**config.mk**
```make
export PLATFORM = sky130hd
export DESIGN_NAME = gaussian_sum_potential_core
export DESIGN_NICKNAME = d
export VERILOG_FILES = /design/src/gsp_pkg.sv /design/src/gsp_mul.sv /design/src/gsp_div.sv /design/src/gsp_table.sv /design/src/gaussian_sum_potential_core.sv
export SDC_FILE = /design/constraint.sdc
export NUM_CORES = 2
export LEC_CHECK = 0
export BUFFER_PORTS_ARGS = -buffer_cell sky130_fd_sc_hd__buf_4
export CAP_MARGIN = 40
export CORE_MARGIN = 1.5
export CORE_UTILIZATION = 45
export CTS_BUF_LIST = sky130_fd_sc_hd__clkbuf_2
export DETAILED_ROUTE_END_ITERATION = 10
export GPL_TIMING_DRIVEN = 0
export PLACE_DENSITY = 0.64
export REMOVE_ABC_BUFFERS = 1
export SLEW_MARGIN = 40
export SYNTH_ARGS = -nofsm -noshare
export SYNTH_HDL_FRONTEND = slang
export SYNTH_SLANG_ARGS = --single-unit
```
**constraint.sdc**
```tcl
create_clock -name clk -period 18.2 [get_ports clk]
set_input_delay 0.91 -clock clk [delete_from_list [all_inputs] [get_ports clk]]
set_output_delay 0.91 -clock clk [all_outputs]
set_load 0.01 [all_outputs]
```
**src/gsp_pkg.sv**
```systemverilog
// shared types, constants and exponent tables for the gaussian sum potential block
`timescale 1ns / 1ps

package gsp_pkg;

    localparam int TERMS_DEF = 8;
    localparam int DIV_STEPS = 20;
    localparam int EXP_CUTOFF = 12;
    localparam int CFG_AW = 5;
    localparam int CFG_DW = 32;

    localparam logic [2:0] REG_ACTIVE = 3'd0;
    localparam logic [2:0] REG_WLO_X  = 3'd1;
    localparam logic [2:0] REG_WHI_X  = 3'd2;
    localparam logic [2:0] REG_WLO_Y  = 3'd3;
    localparam logic [2:0] REG_WHI_Y  = 3'd4;

    localparam logic ACT_LOAD = 1'b0;
    localparam logic ACT_EVAL = 1'b1;

    typedef struct packed {
        logic               action;
        logic [2:0]         term_index;
        logic signed [15:0] coord_x;
        logic signed [15:0] coord_y;
        logic signed [15:0] amplitude;
        logic [15:0]        spread;
    } in_req_t;

    typedef struct packed {
        logic signed [31:0] energy;
        logic               outside_walls;
    } out_req_t;

    typedef struct packed {
        logic signed [15:0] amp;
        logic signed [15:0] cx;
        logic signed [15:0] cy;
        logic [15:0]        sig;
    } term_t;

    // exp(-n) in q1.16
    function automatic logic [16:0] exp_int(input logic [3:0] n);
        logic [16:0] v;
        unique case (n)
            4'd0:    v = 17'd65536;
            4'd1:    v = 17'd24109;
            4'd2:    v = 17'd8869;
            4'd3:    v = 17'd3263;
            4'd4:    v = 17'd1200;
            4'd5:    v = 17'd442;
            4'd6:    v = 17'd162;
            4'd7:    v = 17'd60;
            4'd8:    v = 17'd22;
            4'd9:    v = 17'd8;
            4'd10:   v = 17'd3;
            4'd11:   v = 17'd1;
            default: v = 17'd0;
        endcase
        return v;
    endfunction

    // exp(-k/16) in q1.16
    function automatic logic [16:0] exp_sixteenth(input logic [3:0] k);
        logic [16:0] v;
        unique case (k)
            4'd0:  v = 17'd65536;
            4'd1:  v = 17'd61565;
            4'd2:  v = 17'd57836;
            4'd3:  v = 17'd54331;
            4'd4:  v = 17'd51039;
            4'd5:  v = 17'd47947;
            4'd6:  v = 17'd45042;
            4'd7:  v = 17'd42313;
            4'd8:  v = 17'd39750;
            4'd9:  v = 17'd37341;
            4'd10: v = 17'd35079;
            4'd11: v = 17'd32954;
            4'd12: v = 17'd30957;
            4'd13: v = 17'd29081;
            4'd14: v = 17'd27319;
            4'd15: v = 17'd25664;
            default: v = 17'd0;
        endcase
        return v;
    endfunction

endpackage

```
**src/gsp_mul.sv**
```systemverilog
// shared signed 18x18 multiplier with registered product
`timescale 1ns / 1ps

module gsp_mul
(
    input  logic                clk,
    input  logic signed [17:0]  op_a,
    input  logic signed [17:0]  op_b,
    output logic signed [35:0]  prod
);

    logic signed [35:0] prod_reg;

    always_ff @(posedge clk)
    begin
        prod_reg <= op_a * op_b;
    end

    assign prod = prod_reg;

endmodule

```
**src/gsp_div.sv**
```systemverilog
// restoring divider, one quotient bit per cycle, for t = floor(sq * 2^16 / den)
`timescale 1ns / 1ps

module gsp_div
(
    input  logic         clk,
    input  logic         rst_n,
    input  logic         start,
    input  logic [33:0]  sq,
    input  logic [33:0]  den,
    output logic         busy,
    output logic [19:0]  quot
);

    import gsp_pkg::*;

    logic [33:0] rem_reg, rem_next;
    logic [33:0] den_reg;
    logic [19:0] bits_reg, bits_next;
    logic [19:0] quot_reg, quot_next;
    logic [4:0]  cnt_reg, cnt_next;
    logic [34:0] shifted;
    logic [34:0] diff;

    // caller guarantees sq < 16 * den, so sq >> 4 starts below den
    always_comb
    begin
        shifted   = {rem_reg, bits_reg[19]};
        diff      = shifted - {1'b0, den_reg};
        rem_next  = rem_reg;
        bits_next = bits_reg;
        quot_next = quot_reg;
        cnt_next  = cnt_reg;
        if (start)
        begin
            rem_next  = {4'd0, sq[33:4]};
            bits_next = {sq[3:0], 16'd0};
            quot_next = '0;
            cnt_next  = 5'(DIV_STEPS);
        end
        else if (cnt_reg != '0)
        begin
            bits_next = {bits_reg[18:0], 1'b0};
            cnt_next  = cnt_reg - 5'd1;
            if (shifted >= {1'b0, den_reg})
            begin
                rem_next  = diff[33:0];
                quot_next = {quot_reg[18:0], 1'b1};
            end
            else
            begin
                rem_next  = shifted[33:0];
                quot_next = {quot_reg[18:0], 1'b0};
            end
        end
    end

    always_ff @(posedge clk or negedge rst_n)
    begin
        if (!rst_n)
        begin
            cnt_reg <= '0;
        end
        else
        begin
            cnt_reg <= cnt_next;
        end
    end

    always_ff @(posedge clk)
    begin
        rem_reg  <= rem_next;
        bits_reg <= bits_next;
        quot_reg <= quot_next;
        if (start)
        begin
            den_reg <= den;
        end
    end

    assign busy = (cnt_reg != '0);
    assign quot = quot_reg;

endmodule

```
**src/gsp_table.sv**
```systemverilog
// term table memory, one write port and one registered read port
`timescale 1ns / 1ps

module gsp_table
#(
    parameter int TERMS = gsp_pkg::TERMS_DEF,
    parameter int IDX_W = (TERMS > 1) ? $clog2(TERMS) : 1
)
(
    input  logic                 clk,
    input  logic                 we,
    input  logic [IDX_W-1:0]     waddr,
    input  gsp_pkg::term_t       wdata,
    input  logic [IDX_W-1:0]     raddr,
    output gsp_pkg::term_t       rdata
);

    import gsp_pkg::*;

    term_t mem [TERMS];
    term_t rdata_reg;

    always_ff @(posedge clk)
    begin
        if (we)
        begin
            mem[waddr] <= wdata;
        end
        rdata_reg <= mem[raddr];
    end

    assign rdata = rdata_reg;

endmodule

```
**src/gaussian_sum_potential_core.sv**
```systemverilog
// top level: config registers, sequencer and datapath of the gaussian sum potential block
`timescale 1ns / 1ps

// usage
//   in channel: in_valid / in_stall / in_data. a load request writes one table
//   entry in the accepting cycle and gives no result. an evaluate request
//   gives one result on the out channel (out_valid / out_stall / out_data).
//   config: apb-style port, registers at byte address 4*i, written in the
//   access phase; pready is always high, reads return the register value.
// evaluate sequence
//   an evaluate checks the walls, then walks the active terms: per term
//   whose exponent is below 12 the shared 18x18 multiplier is used seven
//   times and the divider holds the sequencer while it runs. a term with
//   zero spread or an exponent of 16 or more does not wait on the divider;
//   one with an exponent of 12 to 15 waits and adds nothing. outside the
//   walls no term is summed. in_stall is high while an evaluate is in progress.
// reset
//   clears control state and config registers; the term table is not
//   cleared, so every entry must be loaded before it is summed.
// stall
//   the finished result sits in the output register; while out_stall holds
//   it, the block still takes new requests and the next evaluate waits at
//   its end until the register frees up.
module gaussian_sum_potential_core
#(
    parameter int TERMS = gsp_pkg::TERMS_DEF
)
(
    input  logic                          clk,
    input  logic                          rst_n,
    input  logic                          in_valid,
    output logic                          in_stall,
    input  gsp_pkg::in_req_t              in_data,
    output logic                          out_valid,
    input  logic                          out_stall,
    output gsp_pkg::out_req_t             out_data,
    input  logic                          psel,
    input  logic                          penable,
    input  logic                          pwrite,
    input  logic [gsp_pkg::CFG_AW-1:0]    paddr,
    input  logic [gsp_pkg::CFG_DW-1:0]    pwdata,
    output logic [gsp_pkg::CFG_DW-1:0]    prdata,
    output logic                          pready
);

    import gsp_pkg::*;

    localparam int IDX_W = (TERMS > 1) ? $clog2(TERMS) : 1;
    localparam int CNT_W = $clog2(TERMS + 1);

    typedef enum logic [15:0] {
        ST_IDLE  = 16'b0000_0000_0000_0001,
        ST_CHK   = 16'b0000_0000_0000_0010,
        ST_FETCH = 16'b0000_0000_0000_0100,
        ST_DX    = 16'b0000_0000_0000_1000,
        ST_DY    = 16'b0000_0000_0001_0000,
        ST_SG    = 16'b0000_0000_0010_0000,
        ST_DN    = 16'b0000_0000_0100_0000,
        ST_DIV   = 16'b0000_0000_1000_0000,
        ST_E1    = 16'b0000_0001_0000_0000,
        ST_E2    = 16'b0000_0010_0000_0000,
        ST_E3    = 16'b0000_0100_0000_0000,
        ST_E4    = 16'b0000_1000_0000_0000,
        ST_AMP   = 16'b0001_0000_0000_0000,
        ST_ACC   = 16'b0010_0000_0000_0000,
        ST_NEXT  = 16'b0100_0000_0000_0000,
        ST_DONE  = 16'b1000_0000_0000_0000
    } state_t;

    // config registers
    logic [3:0]         active_reg;
    logic signed [15:0] wlo_x_reg, whi_x_reg, wlo_y_reg, whi_y_reg;

    // sequencer and datapath registers
    state_t             state_reg, state_next;
    logic signed [15:0] qx_reg, qy_reg;
    logic [CNT_W-1:0]   j_reg, j_next;
    logic [CNT_W-1:0]   cnt_reg, cnt_next;
    logic [33:0]        sq_reg, sq_next;
    logic [16:0]        e_reg, e_next;
    logic signed [31:0] sum_reg, sum_next;
    logic               outside_reg, outside_next;
    logic               out_valid_reg, out_valid_next;
    out_req_t           out_data_reg;

    // datapath signals
    logic               cfg_wr;
    logic               in_acc;
    logic               tbl_we;
    term_t              tbl_wdata;
    term_t              term;
    logic signed [17:0] op_a, op_b;
    logic signed [35:0] prod;
    logic signed [17:0] dx, dy;
    logic [33:0]        den;
    logic               div_start;
    logic               div_busy;
    logic [19:0]        t_q;
    logic [16:0]        poly;
    logic signed [27:0] contrib;
    logic               outside;
    logic [CNT_W-1:0]   count;
    logic               out_free;

    // ---------------- config port ----------------
    assign pready = 1'b1;
    assign cfg_wr = psel && penable && pwrite && pready;

    always_ff @(posedge clk or negedge rst_n)
    begin
        if (!rst_n)
        begin
            active_reg <= '0;
            wlo_x_reg  <= 16'sh8000;
            whi_x_reg  <= 16'sh7fff;
            wlo_y_reg  <= 16'sh8000;
            whi_y_reg  <= 16'sh7fff;
        end
        else if (cfg_wr)
        begin
            unique case (paddr[4:2])
                REG_ACTIVE: active_reg <= pwdata[3:0];
                REG_WLO_X:  wlo_x_reg  <= pwdata[15:0];
                REG_WHI_X:  whi_x_reg  <= pwdata[15:0];
                REG_WLO_Y:  wlo_y_reg  <= pwdata[15:0];
                REG_WHI_Y:  whi_y_reg  <= pwdata[15:0];
                default:    ;
            endcase
        end
    end

    always_comb
    begin
        unique case (paddr[4:2])
            REG_ACTIVE: prdata = {28'd0, active_reg};
            REG_WLO_X:  prdata = 32'(wlo_x_reg);
            REG_WHI_X:  prdata = 32'(whi_x_reg);
            REG_WLO_Y:  prdata = 32'(wlo_y_reg);
            REG_WHI_Y:  prdata = 32'(whi_y_reg);
            default:    prdata = '0;
        endcase
    end

    // ---------------- request intake ----------------
    assign in_stall = (state_reg != ST_IDLE);
    assign in_acc   = in_valid && !in_stall;

    // loads go straight into the table; indexes past the table are dropped
    assign tbl_we        = in_acc && (in_data.action == ACT_LOAD)
                           && (32'(in_data.term_index) < TERMS);
    assign tbl_wdata.amp = in_data.amplitude;
    assign tbl_wdata.cx  = in_data.coord_x;
    assign tbl_wdata.cy  = in_data.coord_y;
    assign tbl_wdata.sig = in_data.spread;

    gsp_table #(
        .TERMS (TERMS),
        .IDX_W (IDX_W)
    ) u_table (
        .clk   (clk),
        .we    (tbl_we),
        .waddr (IDX_W'(in_data.term_index)),
        .wdata (tbl_wdata),
        .raddr (j_reg[IDX_W-1:0]),
        .rdata (term)
    );

    // ---------------- shared multiplier ----------------
    assign dx = 18'(qx_reg) - 18'(term.cx);
    assign dy = 18'(qy_reg) - 18'(term.cy);

    // 1 - r + r^2/2 correction, r^2 arrives from the multiplier
    assign poly = 17'(18'd65536 - 18'(t_q[11:0]) + 18'(prod[23:17]));

    always_comb
    begin
        op_a = '0;
        op_b = '0;
        unique case (state_reg)
            ST_DX:
            begin
                op_a = dx;
                op_b = dx;
            end
            ST_DY:
            begin
                op_a = dy;
                op_b = dy;
            end
            ST_SG:
            begin
                op_a = {2'b00, term.sig};
                op_b = {2'b00, term.sig};
            end
            ST_E1:
            begin
                op_a = {1'b0, exp_int(t_q[19:16])};
                op_b = {1'b0, exp_sixteenth(t_q[15:12])};
            end
            ST_E2:
            begin
                op_a = {6'd0, t_q[11:0]};
                op_b = {6'd0, t_q[11:0]};
            end
            ST_E3:
            begin
                op_a = {1'b0, e_reg};
                op_b = {1'b0, poly};
            end
            ST_AMP:
            begin
                op_a = 18'(term.amp);
                op_b = {1'b0, e_reg};
            end
            default:
            begin
                op_a = '0;
                op_b = '0;
            end
        endcase
    end

    gsp_mul u_mul (
        .clk  (clk),
        .op_a (op_a),
        .op_b (op_b),
        .prod (prod)
    );

    // ---------------- divider ----------------
    assign den       = {prod[32:0], 1'b0};
    assign div_start = (state_reg == ST_DN);

    gsp_div u_div (
        .clk   (clk),
        .rst_n (rst_n),
        .start (div_start),
        .sq    (sq_reg),
        .den   (den),
        .busy  (div_busy),
        .quot  (t_q)
    );

    // ---------------- sequencer ----------------
    assign outside = (qx_reg < wlo_x_reg) || (qx_reg > whi_x_reg)
                     || (qy_reg < wlo_y_reg) || (qy_reg > whi_y_reg);
    assign count   = (32'(active_reg) > TERMS) ? CNT_W'(TERMS) : CNT_W'(active_reg);
    assign contrib = prod[35:8];   // arithmetic shift is the floor
    assign out_free = !out_valid_reg || !out_stall;

    always_comb
    begin
        state_next     = state_reg;
        j_next         = j_reg;
        cnt_next       = cnt_reg;
        sq_next        = sq_reg;
        e_next         = e_reg;
        sum_next       = sum_reg;
        outside_next   = outside_reg;
        out_valid_next = out_valid_reg && out_stall;
        unique case (state_reg)
            ST_IDLE:
            begin
                if (in_acc && (in_data.action == ACT_EVAL))
                begin
                    state_next = ST_CHK;
                end
            end
            ST_CHK:
            begin
                j_next       = '0;
                cnt_next     = count;
                sum_next     = '0;
                outside_next = outside;
                if (outside)
                begin
                    sum_next   = 32'sh7fff_ffff;
                    state_next = ST_DONE;
                end
                else if (count == '0)
                begin
                    state_next = ST_DONE;
                end
                else
                begin
                    state_next = ST_FETCH;
                end
            end
            ST_FETCH: state_next = ST_DX;
            ST_DX:    state_next = ST_DY;
            ST_DY:
            begin
                sq_next    = 34'(prod);
                state_next = ST_SG;
            end
            ST_SG:
            begin
                sq_next    = sq_reg + 34'(prod);
                state_next = ST_DN;
            end
            ST_DN:
            begin
                // zero spread or exponent of 16 or more adds nothing
                if ((den == '0) || ({4'd0, sq_reg} >= {den, 4'd0}))
                begin
                    state_next = ST_NEXT;
                end
                else
                begin
                    state_next = ST_DIV;
                end
            end
            ST_DIV:
            begin
                if (!div_busy)
                begin
                    state_next = (32'(t_q[19:16]) >= EXP_CUTOFF) ? ST_NEXT : ST_E1;
                end
            end
            ST_E1:    state_next = ST_E2;
            ST_E2:
            begin
                e_next     = prod[32:16];
                state_next = ST_E3;
            end
            ST_E3:    state_next = ST_E4;
            ST_E4:
            begin
                e_next     = prod[32:16];
                state_next = ST_AMP;
            end
            ST_AMP:   state_next = ST_ACC;
            ST_ACC:
            begin
                sum_next   = sum_reg + 32'(contrib);
                state_next = ST_NEXT;
            end
            ST_NEXT:
            begin
                j_next     = j_reg + CNT_W'(1);
                state_next = (j_reg + CNT_W'(1) == cnt_reg) ? ST_DONE : ST_FETCH;
            end
            ST_DONE:
            begin
                if (out_free)
                begin
                    out_valid_next = 1'b1;
                    state_next     = ST_IDLE;
                end
            end
            default:  state_next = ST_IDLE;
        endcase
    end

    always_ff @(posedge clk or negedge rst_n)
    begin
        if (!rst_n)
        begin
            state_reg     <= ST_IDLE;
            out_valid_reg <= 1'b0;
            j_reg         <= '0;
            cnt_reg       <= '0;
        end
        else
        begin
            state_reg     <= state_next;
            out_valid_reg <= out_valid_next;
            j_reg         <= j_next;
            cnt_reg       <= cnt_next;
        end
    end

    always_ff @(posedge clk)
    begin
        if (in_acc)
        begin
            qx_reg <= in_data.coord_x;
            qy_reg <= in_data.coord_y;
        end
        sq_reg      <= sq_next;
        e_reg       <= e_next;
        sum_reg     <= sum_next;
        outside_reg <= outside_next;
        if ((state_reg == ST_DONE) && out_free)
        begin
            out_data_reg.energy        <= sum_reg;
            out_data_reg.outside_walls <= outside_reg;
        end
    end

    assign out_valid = out_valid_reg;
    assign out_data  = out_data_reg;

endmodule

```
======== Yosys cells after proc, flatten, opt, wreduce, memory -nomap -nowiden ========
Memories as Yosys holds them, arrays and structs flattened. A register that Yosys moved wholly into a read port is not among the register bits.
Index checks and enable logic that the tools add are counted.
W data, S select, Z words.
word-level totals
  register bits ........................... 374
  bits in latches ......................... 0
  memory bits (writable) .................. 512
  memory bits (read-only) ................. 512
  bits of input ports ..................... 112
  output and inout bits ................... 68
  word-level logic and storage cells ...... 134
  memories kept ........................... 3
cells by class
  add/sub/neg operators ................... 9
  multiply operators ...................... 1
  divide/modulo/power cells ............... 0
  magnitude comparators ................... 8
  equality and inequality tests ........... 25
  shift operators ......................... 0
  muxes and demuxes ....................... 33
  bitwise gates (word level) .............. 1
  reduce and logical (&&, ||, !) cells .... 30
memories
  memory            words  bits a word  rd ports  clocked after memory_dff  write ports  line             RTL
  u_table.mem       8      64           1         1                         1            gsp_table.sv:20  term_t mem [TERMS];
  (name not given)  16     17           1         1                         0            gsp_pkg.sv:66    unique case (k)
  (name not given)  16     15           1         1                         0            gsp_pkg.sv:45    unique case (n)
operators by type and width
  cell                      count
  $pmux W16 S16             1
  $pmux W18 S7              2
  $pmux W32 S5              1
  $mux W16                  6
  $pmux W34 S2              1
  $pmux W32 S2              1
  $mux W30                  2
  $mux W20                  2
  $ge A34 B38 Y1            1
  $mul A18 B18 Y36          1
  $ge A35 B34 Y1            1
  $add A34 B34 Y34          1
  $logic_not A34 Y1         1
  $mux W34                  1
  $sub A16 B16 Y17          2
  $sub A34 B34 Y34          1
  $add A32 B28 Y32          1
  $gt A16 B16 Y1            2
  $lt A16 B16 Y1            2
  $mux W31                  1
  $mux W15                  2
  $mux W4                   5
  $add A17 B7 Y17           1
  $sub A17 B12 Y17 const A  1
  other kinds (40)          67

======== Longest topological paths before layout ========
  depth after elaboration ................. 6
  gate-level depth with buffers ........... 37

======== Modules after synthesis ========
From an unflattened synthesis, not the netlist that was laid out.
second synthesis, totals
  cell total of the unflattened synthesis .. 4751
  area total of the unflattened synthesis .. 57521.4 um2
modules (own cells, without submodules)
  module                       instances  cells each  area an instance (um2)  sequential area each (um2)
  gsp_table                    1          816         20547.2                 16656.0
  gaussian_sum_potential_core  1          1965        18375.1                 6842.8
  gsp_mul                      1          1346        12747.2                 720.7
  gsp_div                      1          624         5851.9                  2647.5

======== Least setup slack after synthesis ========
No wires, ideal clock.
  path type ............................... register to register
  start ................................... register qy_reg[2]
  end ..................................... register u_mul.prod_reg[35] (netlist: u_mul.prod[35])
  library setup time ...................... 72 ps
  data arrival time ....................... 8186 ps
  data required time ...................... 18128 ps
  slack ................................... 9942 ps
  stages on the path, launching flop included .. 33
  clock period less this slack ............ 8258 ps
  cells stage by stage .................... edfxtp_1 -> ha_1 -> nor2b_1 -> o21ai_0 -> a21boi_1 -> o211ai_1 -> a21oi_1 -> o41a_1 -> or2_2 -> o221a_2 -> nand2_4 -> buf_6 -> nand2_1 -> fa_1 -> fa_1 -> inv_1 -> ha_1 -> inv_1 -> fa_1 -> inv_1 -> fa_1 -> inv_1 -> fa_1 -> inv_1 -> ha_1 -> a21bo_2 -> o31ai_1 -> o31ai_1 -> o21ai_1 -> o311a_1 -> o21a_1 -> nor2_1 -> xnor2_1
on the way
  word-level cells in the longest chain between the ends .. 3
  elaborated cells on any way between the ends .. 4
  those cells by class .................... add/sub: 1; mul: 1; mux: 2
ends and longest elaborated chain
  what                    line                                RTL
  from (decl)             gaussian_sum_potential_core.sv:76   logic signed [15:0] qx_reg, qy_reg;
  from (signal assigned)  gaussian_sum_potential_core.sv:378  qy_reg <= in_data.coord_y;
  $sub A16 B16 Y17 *      gaussian_sum_potential_core.sv:170  assign dy = 18'(qy_reg) - 18'(term.cy);
  $pmux W18 S7            gaussian_sum_potential_core.sv:179  unique case (state_reg)
  $mul A18 B18 Y36 *      gsp_mul.sv:16                       prod_reg <= op_a * op_b;
  to (signal assigned)    gsp_mul.sv:16
  to (decl)               gsp_mul.sv:12                       logic signed [35:0] prod_reg;
Mark *: on every way between the ends. The rest lies on a longest branch, timed or not.
A chain may end at the register's enable or synchronous reset.

======== Worst setup path in the final report ========
  start ................................... register state_reg[1]
  end ..................................... register u_mul.prod_reg[35] (netlist: u_mul.prod[35])
on the way
  word-level cells in the longest chain between the ends .. 3
  elaborated cells on any way between the ends .. 10
  those cells by class .................... mul: 1; eq/ne: 7; mux: 2
ends and longest elaborated chain
  what                                    line                                RTL
  from (decl)                             gaussian_sum_potential_core.sv:75   state_t state_reg, state_next;
  from (signal assigned)                  gaussian_sum_potential_core.sv:366  state_reg <= state_next;
  $eq A16 B13 Y1 (tied with other cells)  gaussian_sum_potential_core.sv:179
  $pmux W18 S7                            gaussian_sum_potential_core.sv:179
  $mul A18 B18 Y36 *                      gsp_mul.sv:16
Marked as above.

==> results.yml <==
setup_path:
  cp_slowest_cell: "inv_2"
  path_max_fanout: 32
  crit_type: "flop to flop"
  cp.required_ps: 19690
  endpoint_kind: "flop"
  critPathLaunchType: "flop"
  cpPeakStageDelay_ps: 620
  worst_path_most_repeated_cell: "inv_1"
  worst_ep_arrival_time_ps: 12390
routing:
  drt_iter0_drc: 3036
  wl_um: 152000
  wl_per_cell_um: 21.0
  viasPerCell: 5.46
  dr.pass1.iters: 8
  vias: 39448
  postRouteAntennaNets: 0
  drcViolationCount: 0
global_routing:
  grt_max_degree: 66
  grt_overflow: 0
  grt_pass1_wl_um: 236000
  grt_pass1_vias: 40541
  antenna_found_initial: 16
  grtUsageTotal: 0.234
final_layout:
  multi_input_area_sq_um: 27600
  regArea_sq_um: 27500
  layout-drive-gt1-share: 0.186
  nets: 6124
  largest_register_ffs: 512
  area_delta_synth_final_pct: 14.6
  final_area_sq_um: 66500
  fillers: 11203
pwr:
  seq_power_share: 0.481
  switchingPower_uw: 1920
  internal_power_uw: 3870
  clkPwrFrac: 0.267
  power_leakage_uw: 0.0271
  ir_drop_uv: 84.3
  p_comb_frac: 0.252
  swShare: 0.332
  power_density_nw_per_um2: 87.1
clock_tree:
  cts_tree: "built"
  cts_buffer_depth: 3
  hold_buffers: 188
  clkTransAtPathRegs_ps: 100
  cts_buffers: 236
  clkLatencyLatePin_ps: 1740
  h-tree-depth: 4
  root_buffer: "clkbuf_2"
  cts_sinks: 981
  cts_resized: 0
  cts_setup_buffers: 0
die:
  core_area_sq_um: 128000
  pin_count: 180
  start_util: 0.454
  die_w_um: 362
  die-area_sq_um: 131000
  rows: 131
  die_h_um: 362
yosys:
  synth-async-reset-ratio: 0.0999
  syn_area_per_cell_sq_um: 12.0
  synth_cells: 4840
  synth_top_area_share: 0.377
  synth.distinct_cells: 106
  ys_ff_latch: 981
  synth_flop_cell: "edfxtp_1"
  synthTopCellsByArea: "edfxtp_1, fa_1, ha_1"
  yosysSeqAreaShare: 0.473
  yosysTopAreaCell: "edfxtp_1"
  ys_warn_count: 0
  synth_edf_count: 728
  netlist_area_sq_um: 58000
sta:
  finalCritPeriodShare: 0.598
  final.min_clock_period_ps: 10890
  tns_ps: 0
  worst_slew_pin_slew_ps: 1190
  setup_viol: 0
  timing.fmax_ghz: 0.0918
  finalHoldViolations: 0
  slew_headroom: 0.209
  rsz0062_at_grt: "false"
  finalClockSkew_ps: 131
  slew_viol_final: 0
status:
  outcome: "finished clean"
worst_hold_path:
  hp-class: "primary input to flop"
placed_design:
  place_congestion: 0.918
  dpl.hpwl_um: 113000
  port_buffers: 160
  place_area_sq_um: 62200
job:
  drv_cap: 0
## metal layers
metal / global-route usage / part of all wire / vias up
li1: - / - / 18197
met3: 0.0441 / 0.066 / 269
met1: 0.314 / 0.43 / 19711
met2: 0.381 / 0.48 / 1263
met4: 0.0856 / 0.028 / 8
met5: 0 / 0.00036 / -
## worst max-delay path: cells and delay by family, from the launching register on
kind,cells,cell delay [ps]
AO/OA/AOI/OAI,6,1730
AND/OR/NAND/NOR,10,2600
adder cells (fa/ha/maj),7,3590
flip-flops,1,450
buffers and inverters,8,1740
XOR/XNOR,1,520
## cell families (layout without fill, tap and decap cells)
| group | count (synthesis) | count (layout) | share of synthesized area |
|---|---|---|---|
| compound gates | 830 | 830 | 0.0937 |
| xor+xnor | 149 | 149 | 0.0225 |
| fa+ha+maj | 670 | 670 | 0.188 |
| buf+inv | 818 | 1524 | 0.0573 |
| flops | 981 | 981 | 0.473 |
| mux | 270 | 270 | 0.0764 |
| other cells | 2 | 21 | 0.000129 |
| simple gates | 1120 | 1120 | 0.0890 |
## cell usage after synthesis (all sizes together), types with 8 or more instances
library cell / count
edfxtp: 728
inv: 628
nand2: 416
fa: 336
ha: 334
nor2: 322
o21ai: 214
a21oi: 209
dfxtp: 155
mux4: 128
mux2: 105
buf: 101
clkbuf: 87
xnor2: 84
a21o: 65
dfrtp: 65
xor2: 65
nor3: 52
nand2b: 51
and2: 50
nand3: 48
o21a: 47
a211oi: 39
mux2i: 37
dfstp: 33
nor2b: 32
nand4: 28
o211ai: 25
a22oi: 24
nor4: 24
or2: 24
o22ai: 22
a222oi: 20
and3: 20
o31ai: 20
a211o: 19
or3: 19
a31oi: 16
a221oi: 11
nor3b: 11
o21bai: 11
a21boi: 10
a22o: 10
or3b: 9
a31o: 8
## layout make-up
cell class,count,area share
flip-flops and latches,981,0.413
multi-input cells,3042,0.415
well taps,1662,0.0313
repair buffers,451,0.0685
inverters,630,0.0357
clock buffers,352,0.0265
diodes,18,0.000677
clock inverters,91,0.00895
## path summary, 6_finish.rpt
check,start,end,slack (ps),cells past startpoint
max,state_reg[1],u_mul.prod[35],7310,32
min,out_stall,out_data[24],280,3
max reg2reg,state_reg[1],u_mul.prod[35],7310,32
min reg2reg,sum_reg[30],out_data[31],470,0
max in group asynchronous,rst_n,j_reg[0],17240,4
min in group asynchronous,rst_n,whi_y_reg[13],490,3
## per-stage QoR
stage                     hold WS, ps  setup WS (ps)  cells   util  total power [uW]
after floorplan                   400           9150   4653      -              3780
after global placement            445           5220   6475  0.472              4170
after detailed placement          447           7510   6577  0.487              4230
after CTS                        72.5           7440   7208  0.520              5820
after global routing              111           6780   7223  0.520              6150
final                             278           7310   7227  0.520              5800
## power groups by stage
stage                     Combinational, uW  Sequential [uW]  Clock (uW)
after floorplan                        1000             2770           0
after global placement                 1330             2840           0
after detailed placement               1390             2830           0
after CTS                              1440             2790        1600
after global routing                   1630             2810        1710
final                                  1460             2790        1550
## cells in the final DEF, fill, tap and decap left out, drive strengths merged, types with 105 or more instances in the layout
master,n
mux2,105
edfxtp,728
dfxtp,155
fa,336
dlygate4sd3,187
a21oi,209
mux4,128
o21ai,214
buf,263
clkbuf,353
ha,334
nand2,416
nor2,322
inv,633
Note: power is estimated with default switching activity, not from simulation.
